==> src/hdl/sacl_pkg.sv <==
// shared constants and types for the set-associative cache lookup and fill unit
package sacl_pkg;

    localparam int SETS        = 64;
    localparam int WAYS        = 4;
    localparam int BLOCK_BYTES = 8;
    localparam int TAG_BITS    = 20;

    localparam int SET_AW  = (SETS > 1) ? $clog2(SETS) : 1;
    localparam int WAY_AW  = (WAYS > 1) ? $clog2(WAYS) : 1;
    localparam int BLOCK_W = 8 * BLOCK_BYTES;

    // operation codes
    localparam logic FUNC_LOOKUP = 1'b0;
    localparam logic FUNC_INSERT = 1'b1;

    localparam logic [2:0] WAYS_IN_USE_RST = 3'd4;

    typedef logic [TAG_BITS-1:0] t_tag;
    typedef logic [BLOCK_W-1:0]  t_block;
    typedef logic [WAYS-1:0]     t_way_mask;

    typedef struct packed {
        t_tag   tag;
        t_block data;
    } t_line;

    typedef t_line [WAYS-1:0] t_row;

    // way selection from the compare stage
    typedef struct packed {
        logic              hit;
        logic [WAY_AW-1:0] hit_way;
        logic [WAY_AW-1:0] fill_way;
    } t_sel;

    // write request shared by the line ram and the valid bits
    typedef struct packed {
        logic              en;
        logic [SET_AW-1:0] row;
        t_way_mask         way_en;
    } t_wr;

endpackage

==> src/hdl/sacl_lookup.sv <==
// parallel tag compare, lowest matching way and lowest invalid way
module sacl_lookup (
    input  sacl_pkg::t_way_mask i_valid,
    input  sacl_pkg::t_row      i_row,
    input  sacl_pkg::t_tag      i_tag,
    output sacl_pkg::t_sel      o_sel
);
    import sacl_pkg::*;

    always_comb begin
        o_sel = '0;
        // walk down so the lowest-numbered way wins; fill defaults to way 0
        for (int w = WAYS - 1; w >= 0; w--) begin
            if (i_valid[w] && (i_row[w].tag == i_tag)) begin
                o_sel.hit     = 1'b1;
                o_sel.hit_way = WAY_AW'(w);
            end
            if (!i_valid[w]) begin
                o_sel.fill_way = WAY_AW'(w);
            end
        end
    end

endmodule

==> config.mk <==
export PLATFORM = sky130hd
export DESIGN_NAME = sacl_lookup
export DESIGN_NICKNAME = d
export VERILOG_FILES = /design/src/hdl/sacl_pkg.sv /design/src/hdl/sacl_lookup.sv
export SDC_FILE = /design/constraint.sdc
export NUM_CORES = 1
export LEC_CHECK = 0
export BUFFER_PORTS_ARGS = -buffer_cell sky130_fd_sc_hd__clkbuf_2
export CORE_AREA = 2 2 144 146
export DETAILED_ROUTE_END_ITERATION = 10
export DIE_AREA = 0 0 146 148
export GPL_ROUTABILITY_DRIVEN = 0
export PLACE_DENSITY = 0.32
export RECOVER_POWER = 25
export SETUP_SLACK_MARGIN = 0.2
export SLEW_MARGIN = 20
export SYNTH_ARGS = -nofsm -noshare
export SYNTH_HDL_FRONTEND = slang
export SYNTH_SLANG_ARGS = --single-unit
==> constraint.sdc <==
create_clock -name vclk -period 1.3
set_input_delay 0.065 -clock vclk [all_inputs]
set_output_delay 0.065 -clock vclk [all_outputs]
set_load 0.05 [all_outputs]
==> impl_metrics.env, run 1 <==
export IMPL_postSynthAreaPerCell_sq_um=7.91
export IMPL_drtIter0Drc=20
export IMPL_p_seq_share_pct=0
export IMPL_final_common_cell="clkbuf_2"
export IMPL_arrival_ns=1.62
export IMPL_seq_cells=0
export IMPL_initial_core_util_pct=4.81
export IMPL_hold_path_depth=3
export IMPL_slowest_stage="a221oi_4"
export IMPL_worstMarginPinSlew_ns=0.595
export IMPL_drt_total_wl_microns=7380
export IMPL_ys_seq_area_share_pct=0
export IMPL_post_route_worst_setup_slack_ns=-0.385
export IMPL_fmax_mhz=594
export IMPL_min_period_ns=1.68
export IMPL_crit_start="i_tag[6]"
export IMPL_finalNetCount=618
export IMPL_grt_pass1_wl_microns=10600
export IMPL_cp_top_family="simple AND/OR/NAND/NOR gates"
export IMPL_rows=52
export IMPL_critPathKind="input port to primary output"
export IMPL_drcViolationCount=0
export IMPL_io_pins=365
export IMPL_drive_gt1_share_pct=66.0
export IMPL_wire_per_inst_microns=14.0
export IMPL_die_area_sq_um=21600
export IMPL_crit_cells=7
export IMPL_final_hold_viol_count=0
export IMPL_rsz0062_at_grt="yes"
export IMPL_powerDensity_nw_per_um2=291
export IMPL_relSlewSlack_pct=60.5
export IMPL_nFillCells=2382
export IMPL_crit_chain="clkbuf_2 > xor2_1 > nor4_4 > nand3_2 > or2_4 > a221oi_4 > buf_12"
export IMPL_final_max_slew_viol_count=0
export IMPL_synthCells=122
export IMPL_die_width_microns=146
export IMPL_dp_slack_ns=-0.592
export IMPL_synthesis_nets=482
export IMPL_first_pass_iters=4
export IMPL_place_area_sq_um=2090
export IMPL_combPwrFrac_pct=100.0
export IMPL_io_buffers=109
export IMPL_fin_crit_sh_pct=130
export IMPL_maxCapViolations=0
export IMPL_ir_drop_mv=0.102
export IMPL_final_util_pct=12.6
export IMPL_hold_path_class="input port to primary output"
export IMPL_track_usage_pct=6.66
export IMPL_vias_per_cell=2.62
export IMPL_leakage_nw=1.04
export IMPL_hold_start="i_valid[1]"
export IMPL_dp_hpwl_microns=7050
export IMPL_final_area_sq_um=2530
export IMPL_core_area_sq_um=20000
export IMPL_area_growth_pct=163
export IMPL_num_vias=1378
export IMPL_worstSetupStartpointType="input port"
export IMPL_hold_end="o_sel[0]"
export IMPL_end_kind="primary output"
export IMPL_yosys_warnings=0
export IMPL_outcome="finished, violations left"
export IMPL_grt_ovfl_total=0
export IMPL_p_clk_share_pct=0
export IMPL_yosysUniqueCellTypes=16
export IMPL_clkbuf_count=0
export IMPL_layout_common_cells="90 x clkbuf_2, 33 x xnor2_1, 26 x xor2_1"
export IMPL_regArea_sq_um=0
export IMPL_crit_buf_inv=2
export IMPL_cp_max_fo=4
export IMPL_netlist_area_sq_um=965
export IMPL_setup_viol=3
export IMPL_num_antenna_cells=0
export IMPL_switching_power_mw=0.340
export IMPL_grt_pass1_vias=1569
export IMPL_p_sw_share_pct=46.0
export IMPL_ant_nets=0
export IMPL_failed_checks="negative setup slack"
export IMPL_grt_max_degree=5
export IMPL_max_stage_delay_ns=0.32
export IMPL_crit_required_ns=1.24
export IMPL_p_int_mw=0.399
export IMPL_grt_antenna_before_repair=1
export IMPL_die_y_microns=148
-- per-stage QoR --
| step | instances | TNS, ns | power, mW | hold slack (ns) |
|---|---|---|---|---|
| global placement | 523 | -1.59 | 0.595 | 0.541 |
| global route | 526 | -1.24 | 0.802 | 0.605 |
| finish | 526 | -0.977 | 0.739 | 0.563 |
| CTS | 524 | -1.00 | 0.710 | 0.553 |
| detailed placement | 523 | -1.61 | 0.596 | 0.549 |
| floorplan | 122 | -0.225 | 0.238 | 0.352 |
-- synthesized netlist by cell type, drive strengths merged --
| cell type | number | area (sq um) |
|---|---|---|
| nand2 | 3 | 11.3 |
| nand2b | 3 | 18.8 |
| a21oi | 2 | 10.0 |
| and4 | 1 | 8.76 |
| a221oi | 1 | 15.0 |
| a21boi | 1 | 7.51 |
| o211ai | 1 | 7.51 |
| and3 | 2 | 12.5 |
| xor2 | 30 | 263 |
| nand3 | 4 | 20.0 |
| nor4 | 10 | 68.8 |
| xnor2 | 49 | 429 |
| nor3 | 1 | 5.00 |
| or2 | 1 | 6.26 |
| nand4 | 13 | 81.3 |
-- cell type report --
type	instances	area, sq um	share of cell area, %
Timing Repair Buffer	134	906	35.8
Multi-Input combinational cell	122	1290	50.9
Tap cell	270	338	13.3
-- power groups by stage --
stage          clock network (mW)  registers, mW  logic [mW]
3_5_place_dp                    0              0       0.596
3_3_place_gp                    0              0       0.595
2_1_floorplan                   0              0       0.238
4_1_cts                         0              0       0.710
5_1_grt                         0              0       0.802
6_report                        0              0       0.739
-- worst max path at each step --
stage / end / slack, ns
floorplan: o_sel[3] / -0.20
CTS: o_sel[3] / -0.40
global placement: o_sel[3] / -0.59
global route: o_sel[3] / -0.46
finish: o_sel[3] / -0.38
detailed placement: o_sel[3] / -0.59
-- tightest hold or removal path: cells and delay by family --
family | cells | cell delay [ns]
buf+inv | 2 | 0.36
compound gates | 1 | 0.07
-- per-layer routing --
metal | routed length, microns | track usage, %
met5 | 13 | 0
met4 | 36 | 0.291
met3 | 527 | 1.82
met2 | 3540 | 11.4
met1 | 3260 | 8.80
-- repair_timing --
action                                  in CTS  in global routing
resized for setup                           52                 28
pin swaps                                   27                 18
setup buffers                                1                  2
endpoints found under the setup margin       3                  3
hold buffers                                 0                  0
-- kinds of logic after synthesis --
group / count (synthesis) / synth area share (%)
xor gates and xnor gates: 79 / 71.7
and+or+nand+nor: 38 / 24.1
AOI/OAI and AO/OA: 5 / 4.15
(Power assumes the default switching activity.)
==> run 2: changes to the inputs <==
Settings changed: ABC_AREA from default to 1, CORE_AREA 2 2 144 146 to 2 2 140 142, DIE_AREA 0 0 146 148 to 0 0 142 144, PLACE_DENSITY 0.32 to 0.35.
==> run 2 against run 1 <==
  * The flow still finishes with violations (negative setup slack)
  * Synthesized cell count grew 130%
  * Non-clock buffer count shrank 4
  * Maximum frequency grew 26%
  * Worst hold slack lost 0.037 ns
  * Via count grew 50%
  * Largest power group unchanged
==> impl_metrics.env, run 2 <==
export IMPL_dp_hpwl_microns=8460
export IMPL_cp_max_fo=3
export IMPL_crit_required_ns=1.24
export IMPL_yosysUniqueCellTypes=24
export IMPL_synth_largest_area_cell="nand2_1"
export IMPL_worstMarginPinSlew_ns=0.590
export IMPL_final_common_cell="nand2_1"
export IMPL_vias_per_cell=3.20
export IMPL_grt_ovfl_total=0
export IMPL_critPathKind="input port to primary output"
export IMPL_drive_gt1_share_pct=47.0
export IMPL_grt_pass1_wl_microns=13200
export IMPL_track_usage_pct=8.64
export IMPL_outcome="finished, violations left"
export IMPL_die_area_sq_um=20400
export IMPL_post_route_worst_setup_slack_ns=-0.0320
export IMPL_yosys_top_cells_count="105 x nand2_1, 41 x nor2_1, 28 x inv_1"
export IMPL_final_max_slew_viol_count=0
export IMPL_fmax_mhz=751
export IMPL_grt_antenna_before_repair=0
export IMPL_drcViolationCount=0
export IMPL_relSlewSlack_pct=60.8
export IMPL_hold_path_depth=3
export IMPL_core_area_sq_um=19100
export IMPL_finalPower_mw=0.757
export IMPL_drt_total_wl_microns=9000
export IMPL_drtIter0Drc=106
export IMPL_die_width_microns=142
export IMPL_synthesis_nets=638
export IMPL_initial_core_util_pct=6.70
export IMPL_fin_crit_sh_pct=102
export IMPL_failed_checks="negative setup slack"
export IMPL_finalNetCount=768
export IMPL_rsz0062_at_grt="yes"
export IMPL_regArea_sq_um=0
export IMPL_first_pass_iters=5
export IMPL_die_y_microns=144
export IMPL_ys_seq_area_share_pct=0
export IMPL_dp_slack_ns=-0.162
export IMPL_clkbuf_count=0
export IMPL_slowest_stage="a21oi_4"
export IMPL_hold_ws_ns=0.526
export IMPL_powerDensity_nw_per_um2=285
export IMPL_num_vias=2061
export IMPL_max_stage_delay_ns=0.17
export IMPL_netlist_area_sq_um=1280
export IMPL_synth_area_leaders="nand2_1 31%, nor2_1 12%, o21ai_0 10%"
export IMPL_grt_pass1_vias=2187
export IMPL_seq_cells=0
export IMPL_synth_most_common_cell="nand2_1"
export IMPL_leakage_nw=1.36
export IMPL_hold_end="o_sel[1]"
export IMPL_cts_hold_buffers=0
export IMPL_final_hold_viol_count=0
export IMPL_maxCapViolations=0
export IMPL_wire_per_inst_microns=14.0
export IMPL_synthDominantCellAreaShare_pct=30.8
export IMPL_synthCells=278
export IMPL_final_util_pct=13.9
export IMPL_yosys_warnings=0
export IMPL_postSynthAreaPerCell_sq_um=4.60
export IMPL_final_setup_tns_ns=-0.0603
export IMPL_num_antenna_cells=0
export IMPL_hold_start="i_valid[2]"
export IMPL_hold_path_class="input port to primary output"
export IMPL_setup_viol=3
export IMPL_layout_common_cells="92 x nand2_1, 87 x clkbuf_2, 29 x nor2_1"
export IMPL_io_pins=365
export IMPL_arrival_ns=1.27
export IMPL_grt_max_degree=8
export IMPL_area_growth_pct=108
export IMPL_ir_drop_mv=0.108
export IMPL_min_period_ns=1.33
export IMPL_end_kind="primary output"
export IMPL_rows=51
export IMPL_ant_nets=0
export IMPL_worstSetupStartpointType="input port"
export IMPL_io_buffers=109
export IMPL_crit_chain="clkbuf_16 > inv_4 > buf_6 > o21ai_0 > nor2_1 > nand3_1 > buf_4 > nor2_2 > nand2_2 > a21oi_4 > buf_12"
[run 2: changes by cell type after synthesis, sizes merged, moves of 11 or more]
cell	previous run	this run
xnor2	49	14
nor2	0	46
xor2	30	8
inv	0	46
nand2	3	107
nand4	13	2
o21ai	0	32
[run 2: logic make-up (layout without fill, tap and decap cells)]
logic type,Yosys count,count (layout),share of synthesized area (%)
XOR/XNOR,22,22,15.1
buffers and inverters,48,176,14.5
AO/OA/AOI/OAI,42,42,17.8
AND/OR/NAND/NOR,166,166,52.6
[run 2: critical path: cells and delay by family]
family / cells / cell delay (ns)
AOI/OAI and AO/OA: 2 / 0.23
buffers and inverters: 5 / 0.59
and+or+nand+nor: 4 / 0.38
[run 2: worst max-delay path by stage]
stage                           to  cells after the start      start
final                     o_sel[2]                     11   i_tag[2]
after CTS                 o_sel[3]                     13  i_tag[19]
after detailed placement  o_sel[3]                     13  i_tag[19]
after global placement    o_sel[3]                     13  i_tag[19]
after floorplan           o_sel[2]                     10   i_tag[1]
after global routing      o_sel[3]                     13  i_tag[19]
[run 2: where the power goes]
| group | leakage [nW] | internal (mW) | switching (mW) | total (mW) |
|---|---|---|---|---|
| Sequential | 0 | 0 | 0 | 0 |
| Clock | 0 | 0 | 0 | 0 |
| Combinational | 1.36 | 0.364 | 0.393 | 0.757 |
| Total | 1.36 | 0.364 | 0.393 | 0.757 |
[run 2: timing repair]
item                                    CTS  global route
endpoints found under the setup margin    3             3
gates resized for setup                  58            28
pin swaps                                29            29
buffers inserted                          1             1
[run 2: stage by stage]
| step | cells | instance area (sq um) |
|---|---|---|
| after floorplan | 278 | 1320 |
| after global placement | 642 | 2350 |
| after detailed placement | 642 | 2350 |
| after CTS | 643 | 2580 |
| after global routing | 644 | 2660 |
| final | 644 | 2660 |
[run 2: layer usage]
| layer | share of wire [%] | vias to the layer above | GRT usage (%) |
|---|---|---|---|
| li1 | - | 1110 | - |
| met1 | 53 | 859 | 13.1 |
| met2 | 40 | 90 | 13.1 |
| met3 | 7.3 | 2 | 1.79 |
| met4 | 0.32 | 0 | 0.316 |
| met5 | 0 | - | 0 |
[run 2: cell type report]
class / count / area (sq um)
fillers: 2228 / 16400
multi-input cells: 230 / 1220
repair buffers: 130 / 942
well taps: 238 / 298
inverters: 46 / 195
