==> config.mk <==
export PLATFORM = sky130hd
export DESIGN_NAME = sacl_valid_regs
export DESIGN_NICKNAME = d
export VERILOG_FILES = /design/src/hdl/sacl_pkg.sv /design/src/hdl/sacl_valid_regs.sv
export SDC_FILE = /design/constraint.sdc
export NUM_CORES = 1
export LEC_CHECK = 0
export ABC_AREA = 1
export BUFFER_PORTS_ARGS = -buffer_cell sky130_fd_sc_hd__clkbuf_2
export CORE_UTILIZATION = 45
export DETAILED_ROUTE_END_ITERATION = 8
export GPL_TIMING_DRIVEN = 0
export PLACE_DENSITY_LB_ADDON = 0.15
export SETUP_SLACK_MARGIN = 0.05
export SLEW_MARGIN = 40
export SYNTH_ARGS = -nofsm -noshare
export SYNTH_HDL_FRONTEND = slang
export SYNTH_SLANG_ARGS = --single-unit
==> constraint.sdc <==
create_clock -name i_clk -period 2.4 [get_ports i_clk]
set_input_delay 0.24 -clock i_clk [delete_from_list [all_inputs] [get_ports i_clk]]
set_output_delay 0.24 -clock i_clk [all_outputs]
set_load 0.05 [all_outputs]
==> src/hdl/sacl_pkg.sv <==
// shared constants and types for the set-associative cache lookup and fill unit
package sacl_pkg;

    localparam int SETS        = 64;
    localparam int WAYS        = 4;
    localparam int BLOCK_BYTES = 8;
    localparam int TAG_BITS    = 20;

    localparam int SET_AW  = (SETS > 1) ? $clog2(SETS) : 1;
    localparam int WAY_AW  = (WAYS > 1) ? $clog2(WAYS) : 1;
    localparam int BLOCK_W = 8 * BLOCK_BYTES;

    // operation codes
    localparam logic FUNC_LOOKUP = 1'b0;
    localparam logic FUNC_INSERT = 1'b1;

    localparam logic [2:0] WAYS_IN_USE_RST = 3'd4;

    typedef logic [TAG_BITS-1:0] t_tag;
    typedef logic [BLOCK_W-1:0]  t_block;
    typedef logic [WAYS-1:0]     t_way_mask;

    typedef struct packed {
        t_tag   tag;
        t_block data;
    } t_line;

    typedef t_line [WAYS-1:0] t_row;

    // way selection from the compare stage
    typedef struct packed {
        logic              hit;
        logic [WAY_AW-1:0] hit_way;
        logic [WAY_AW-1:0] fill_way;
    } t_sel;

    // write request shared by the line ram and the valid bits
    typedef struct packed {
        logic              en;
        logic [SET_AW-1:0] row;
        t_way_mask         way_en;
    } t_wr;

endpackage

==> src/hdl/sacl_valid_regs.sv <==
// per-set valid bits in flip-flops, cleared at reset
module sacl_valid_regs (
    input  logic                        i_clk,
    input  logic                        i_rst_n,
    input  logic [sacl_pkg::SET_AW-1:0] i_rd_row,
    output sacl_pkg::t_way_mask         o_valid,
    input  sacl_pkg::t_wr               i_wr
);
    import sacl_pkg::*;

    t_way_mask r_valid [SETS];

    always_ff @(posedge i_clk) begin
        if (!i_rst_n) begin
            r_valid <= '{default: '0};
        end else if (i_wr.en) begin
            r_valid[i_wr.row] <= r_valid[i_wr.row] | i_wr.way_en;
        end
    end

    assign o_valid = r_valid[i_rd_row];

endmodule

==> flow_metrics.env, run 1 <==
export IMPL_status="completed"
export IMPL_finalCriticalPeriod_ps=2390
export IMPL_ys_seq_elements=256
export IMPL_largest_register_ff_count=256
export IMPL_combPwrFrac_pct=15.9
export IMPL_cts_buffer_depth=3
export IMPL_power_density_nw_per_um2=560
export IMPL_syn_to_final_growth_pct=13.7
export IMPL_grt_max_degree=14
export IMPL_dp_cells=3312
export IMPL_worst_setup_path_type="input pin to output pin"
export IMPL_fin_nets=2919
export IMPL_fin_skew_ps=23.3
export IMPL_pwr_share_seq_pct=41.4
export IMPL_yosysSeqAreaShare_pct=31.4
export IMPL_die_area_um2=37000
export IMPL_yosys_area_top_type="dfxtp_1"
export IMPL_end_kind="output pin"
export IMPL_path_cells="clkbuf_2 > clkbuf_2 > a21oi_1 > o21ai_0 > nand3_1 > nand2_1 > nand2_1 > nand3_1 > nand3_2 > nand2_4 > buf_8"
export IMPL_std_cell_rows=69
export IMPL_internal_power_uw=7250
export IMPL_place_ws_ps=-882
export IMPL_grt_pass1_wl_mm=115
export IMPL_wl_per_cell_um=24.1
export IMPL_p_clk_share_pct=42.7
export IMPL_synth_main_ff_cell="dfxtp_1"
export IMPL_peakVddDrop_mv=0.562
export IMPL_gp_congestion=1.01
export IMPL_synth_edf_count=0
export IMPL_crit_fanout=10
export IMPL_start_util_pct=45.8
export IMPL_fin_cells=3381
export IMPL_via_per_inst=5.88
export IMPL_finalWirelength_mm=81.3
export IMPL_hpwlAfterDp_mm=57.8
export IMPL_setup_viol_count_final=0
export IMPL_ctsHoldBuffers=0
export IMPL_vias=19900
export IMPL_first_global_vias=17400
export IMPL_crit_family="buffers and inverters"
export IMPL_clkTransAtPathRegs_ps=60
export IMPL_postLayoutSetupSlackWorst_ps=7.87
export IMPL_cp_start_kind="input pin"
export IMPL_critPathRequiredTime_ps=2160
export IMPL_syn_nets=2855
export IMPL_grt_busiest_layer="met2"
export IMPL_synth_top_cell_area_share_pct=31.4
export IMPL_reg_largest_list="r_valid (256)"
export IMPL_gr_usage_met2_pct=63.9
export IMPL_slew_headroom_pct=32.6
export IMPL_critPathBufInv=3
export IMPL_post_route_period_util_pct=99.7
export IMPL_antenna_found_initial=1
export IMPL_ctsRootBufferMaster="clkbuf_16"
export IMPL_clk_latency_ps=580
export IMPL_holdWs_ps=179
export IMPL_grt_ovfl_total=0
export IMPL_drive_gt1_share_pct=9.46
export IMPL_tritoncts="yes"
export IMPL_fmax_mhz=418
export IMPL_dr_pass1_iters=8
export IMPL_slew_violations=0
export IMPL_p_switching_uw=3150
export IMPL_yosysMostFrequentCell="nand2_1"
export IMPL_cts_made_buffers=29
export IMPL_fp_dieH_um=192
export IMPL_hp_class="input pin to flop"
export IMPL_switching_share_pct=30.3
export IMPL_synthTopCellsByArea="dfxtp_1, nand2_1, inv_1"
export IMPL_cts_sinks=256
export IMPL_max_stage_delay_ps=500
export IMPL_ys_warn_count=0
export IMPL_synth_area_per_cell_um2=5.76
export IMPL_arrival_ps=2150
export IMPL_finalHoldViolations=0
export IMPL_slowest_stage="clkbuf_2"
export IMPL_ant_nets=0
export IMPL_p_leak_uw=0.00898
export IMPL_power_uw=10400
export IMPL_ys_types=22
export IMPL_regMostFlops="r_valid"
export IMPL_worstMarginPinSlew_ps=1000
export IMPL_drtIter0Drc=2696
export IMPL_gr_usage_met1_pct=58.5
export IMPL_grt_use_total_pct=43.2
export IMPL_grt_setup_unrepaired="true"
export IMPL_core_area_um2=35700
export IMPL_syn_inst=2836
export IMPL_synth_common_cells="nand2_1, inv_1, nor2_1"
export IMPL_met3_usage_pct=8.87
export IMPL_htree_num_levels=1
export IMPL_drv_cap=0
export IMPL_async_reset_ff_share_pct=0
export IMPL_die_width_um=192
export IMPL_syn_area_um2=16300
export IMPL_drc_errors=0
export IMPL_port_buffers=15
export IMPL_io_pin_count=23
logic make-up (layout without fill, tap and decap cells):
group / Yosys count / in the layout / synth area share [%]
AO/OA/AOI/OAI: 446 / 446 / 14.8
flip-flops: 256 / 256 / 31.4
other: 0 / 1 / 0
AND/OR/NAND/NOR: 1475 / 1475 / 37.8
buffers and inverters: 659 / 742 / 16.0
placed cells by master, fill, tap and decap left out, types with 7 or more instances in the layout:
cell         n
nand2_1    742
inv_1      464
nor2_1     320
nand3_1    300
dfxtp_1    252
a21oi_1    217
o21ai_0    126
buf_2       86
o211ai_1    71
nand4_1     69
clkbuf_1    39
clkbuf_2    30
clkbuf_16   29
o21ai_1     27
buf_4       20
clkbuf_4    12
clkbuf_8    12
inv_2       12
buf_12      11
nor2_4       9
buf_1        8
nand2_2      8
nand3_2      7
final cells by class:
class,count,area (µm²)
Sequential cell,256,5130
Timing Repair Buffer,33,388
Buffer,180,976
Tap cell,461,577
Multi-Input combinational cell,1921,8770
Antenna cell,1,2.50
Fill cell,3798,17100
Inverter,479,1800
Clock buffer,44,872
Clock inverter,6,55.1
per-stage QoR:
stage	setup TNS [ps]	util [%]	cell area [µm²]
after floorplan	0	-	16300
after global placement	-203250	47.6	17000
after detailed placement	-141620	47.8	17000
after CTS	0	51.7	18400
after global routing	-7.36	52.1	18600
final	0	52.1	18600
per-layer routing:
metal,part of all wire [%],vias to the layer above
met1,40,9210
met3,12,307
li1,-,9040
met4,6.5,0
met5,0,-
met2,41,1337
worst min-delay path, cell delays in order:
cell and delay [ps]:
clkbuf_2 120, nor2_4 130, nand4_1 120, nand2_1 50
inv_1 40
path summary, 6_finish.rpt:
path                                                 from  slack (ps)                   endpoint  depth (start not counted)
worst max-delay path                          i_rd_row[0]           8                 o_valid[2]                         11
worst min-delay path                              i_wr[0]         180  r_valid[232]$_SDFFE_PN0P_                          5
worst max register to register  r_valid[102]$_SDFFE_PN0P_         140  r_valid[118]$_SDFFE_PN0P_                         12
worst min register to register  r_valid[114]$_SDFFE_PN0P_         560  r_valid[114]$_SDFFE_PN0P_                          4
power by group through the flow:
stage               Sequential (µW)  Combinational (µW)  Clock [µW]
finish                         4300                1660        4440
global route                   4310                1690        4610
CTS                            4300                1530        4460
detailed placement             4400                1430           0
global placement               4400                1410           0
floorplan                      4390                 800           0
repair_timing:
item,4_1_cts,5_1_grt
endpoints found under the setup margin,156,155
pin swaps,5,11
buffers inserted,17,1
resized for setup,86,64
Power figures use the tool's default switching activity.
==> inputs of run 2 (changes only) <==
--- a/config.mk
+++ b/config.mk
@@ -5,7 +5,6 @@
 export SDC_FILE = /design/constraint.sdc
 export NUM_CORES = 1
 export LEC_CHECK = 0
-export ABC_AREA = 1
 export BUFFER_PORTS_ARGS = -buffer_cell sky130_fd_sc_hd__clkbuf_2
 export CORE_UTILIZATION = 45
 export DETAILED_ROUTE_END_ITERATION = 8
==> run 2 against run 1 <==
  * The run now ends with negative setup slack left
  * First-iteration DRC count decreased by 26%
  * Die area shrank 21%
  * Clock skew shrank 9.1 ps
  * Sequential power barely moved
  * Critical path depth decreased by 6
  * Setup slack got worse by 480 ps
  * Non-clock buffer count down 69
  * Power down 4.6%
  * Highest routed layer is now met5
==> flow_metrics.env, run 2 <==
export IMPL_fin_skew_ps=14.2
export IMPL_htree_num_levels=1
export IMPL_r2r_slack_ps=110
export IMPL_fmax_mhz=348
export IMPL_ys_seq_elements=256
export IMPL_ant_nets=0
export IMPL_hpwlAfterDp_mm=37.6
export IMPL_start_util_pct=46.1
export IMPL_path_cells="mux4_2 > mux4_2 > o211ai_1 > o31ai_4 > buf_8"
export IMPL_die_width_um=171
export IMPL_post_route_period_util_pct=120
export IMPL_peakVddDrop_mv=0.505
export IMPL_postLayoutSetupSlackWorst_ps=-477
export IMPL_dr_pass1_iters=6
export IMPL_drive_gt1_share_pct=24.4
export IMPL_cts_sinks=256
export IMPL_max_stage_delay_ps=540
export IMPL_core_area_um2=28000
export IMPL_synthTopCellsByArea="dfxtp_1, mux4_2, o21ai_0"
export IMPL_cts_buffer_depth=3
export IMPL_grt_use_total_pct=36.6
export IMPL_port_buffers=12
export IMPL_setup_viol_count_final=4
export IMPL_finalCriticalPeriod_ps=2880
export IMPL_most_common_layout_cells="o21ai_0, dfxtp_1, a21oi_1, a31oi_1, mux4_2"
export IMPL_place_ws_ps=-1120
export IMPL_power_density_nw_per_um2=661
export IMPL_worst_setup_path_type="flop to output pin"
export IMPL_grt_max_degree=14
export IMPL_final_common_cell="o21ai_0"
export IMPL_io_pin_count=23
export IMPL_r2r_cells=10
export IMPL_slowest_stage="mux4_2"
export IMPL_via_per_inst=7.04
export IMPL_reg_largest_list="r_valid (256)"
export IMPL_fp_dieH_um=171
export IMPL_synth_edf_count=0
export IMPL_syn_nets=1365
export IMPL_die_area_um2=29400
export IMPL_slew_violations=0
export IMPL_first_global_vias=11700
export IMPL_tritoncts="yes"
export IMPL_failed_checks="negative setup slack"
export IMPL_arrival_ps=2640
export IMPL_largest_register_ff_count=256
export IMPL_p_leak_uw=0.00534
export IMPL_worstMarginPinSlew_ps=980
export IMPL_cts_made_buffers=29
export IMPL_yosysSeqAreaShare_pct=39.7
export IMPL_hold_depth=3
export IMPL_fin_nets=1420
export IMPL_final_core_util_pct=53.6
export IMPL_drv_cap=0
export IMPL_ys_warn_count=0
export IMPL_crit_top_cell="mux4_2"
export IMPL_critPathBufInv=1
export IMPL_ys_types=54
export IMPL_drc_errors=0
export IMPL_std_cell_rows=61
export IMPL_synth_top_cell_area_share_pct=39.7
export IMPL_ctsRootBufferMaster="clkbuf_16"
export IMPL_yosys_area_top_type="dfxtp_1"
export IMPL_syn_to_final_growth_pct=16.3
export IMPL_slew_headroom_pct=34.7
export IMPL_clk_latency_ps=560
export IMPL_syn_area_um2=12900
export IMPL_vias=12700
export IMPL_wl_per_cell_um=29.8
export IMPL_syn_inst=1346
export IMPL_status="finished, violations left"
export IMPL_n_antenna_cell=0
export IMPL_crit_fanout=2
export IMPL_clkTransAtPathRegs_ps=60
export IMPL_hp_class="input pin to flop"
export IMPL_synth_main_ff_cell="dfxtp_1"
export IMPL_end_kind="output pin"
export IMPL_drtIter0Drc=2005
export IMPL_cp_start_kind="flop"
export IMPL_synth_common_cells="dfxtp_1, o21ai_0, a21oi_1"
export IMPL_async_reset_ff_share_pct=0
export IMPL_synth_area_per_cell_um2=9.59
export IMPL_finalHoldViolations=0
export IMPL_antenna_found_initial=2
export IMPL_crit_family="multiplexers"
export IMPL_final_fill_count=2581
export IMPL_setup_tns_ps=-1700
export IMPL_holdWs_ps=93.1
export IMPL_grt_ovfl_total=0
export IMPL_grt_pass1_wl_mm=78.0
export IMPL_grt_setup_unrepaired="true"
export IMPL_crit_cells=5
export IMPL_regMostFlops="r_valid"
export IMPL_critPathRequiredTime_ps=2160
export IMPL_gp_congestion=0.972
export IMPL_finalWirelength_mm=53.6
-- run 2: cell types whose count changed in the layout (fill, tap and decap cells not counted), sizes merged, moves of 66 or more --
cell / previous run / this run
nand4: 69 / 0
o21ai: 156 / 257
mux4: 0 / 83
nand2: 752 / 28
a31oi: 0 / 95
nor2: 335 / 82
o211ai: 71 / 5
inv: 476 / 4
nand3: 313 / 7
-- run 2: worst reg2reg max path, stage by stage, from the launching register on --
cell and delay [ps]:
dfxtp_1 320, mux2_2 270, a221o_1 280, o21ai_0 100, a21oi_1 170, a2111oi_4 200, buf_4 200, buf_4 170
buf_4 170, buf_6 190, a21oi_1 90
-- run 2: area by class of cell --
class                      instances  area [µm²]  share of cell area, %
clock inverter                    17         165                   1.10
timing repair buffer              26         205                   1.37
buffer                           118         734                   4.89
multi-input combinational        965        7480                   49.8
sequential                       256        5150                   34.3
inverter                           5        22.5                  0.150
tap                              378         473                   3.15
clock buffer                      36         792                   5.27
-- run 2: through the flow --
stage | instances | area (µm²) | total power [µW]
3_5_place_dp | 1739 | 13600 | 5330
4_1_cts | 1798 | 14900 | 9820
2_1_floorplan | 1346 | 13000 | 4970
5_1_grt | 1801 | 15000 | 10100
3_3_place_gp | 1736 | 13500 | 5320
6_report | 1801 | 15000 | 9920
-- run 2: final timing paths --
kind / from / endpoint
setup / recovery: r_valid[112]$_SDFFE_PN0P_ / o_valid[0]
hold / removal: i_rst_n / r_valid[4]$_SDFFE_PN0P_
setup reg to reg: r_valid[166]$_SDFFE_PN0P_ / r_valid[150]$_SDFFE_PN0P_
hold reg to reg: r_valid[51]$_SDFFE_PN0P_ / r_valid[51]$_SDFFE_PN0P_
-- run 2: kinds of logic (layout without fill, tap and decap cells) --
logic type	count (synthesis)	after routing	share of synthesized area (%)
AOI/OAI and AO/OA	648	648	29.1
buffers and inverters	125	202	4.99
DFF	256	256	39.7
muxes	158	158	20.6
and+or+nand+nor	159	159	5.63
-- run 2: report_power, final --
group	internal (µW)	total (µW)	switching, µW
sequential	4280	4310	26.4
clock	2650	4550	1900
combinational	318	1060	744
-- run 2: repair_timing --
item                                    4_1_cts  5_1_grt
hold buffers                                  0        0
gates resized for setup                      91       54
endpoints found under the setup margin      241      219
setup buffers                                 7        4
endpoints found under the hold margin         0        0
pin swaps                                     5        5
-- run 2: layer usage --
| metal | vias to the layer above | wire length [µm] | GRT usage, % |
|---|---|---|---|
| met1 | 6110 | 20400 | 48.9 |
| met4 | 2 | 3070 | 17.4 |
| met2 | 992 | 22700 | 54.6 |
| met3 | 233 | 7370 | 10.2 |
| met5 | - | 13 | 0 |
| li1 | 5344 | - | - |
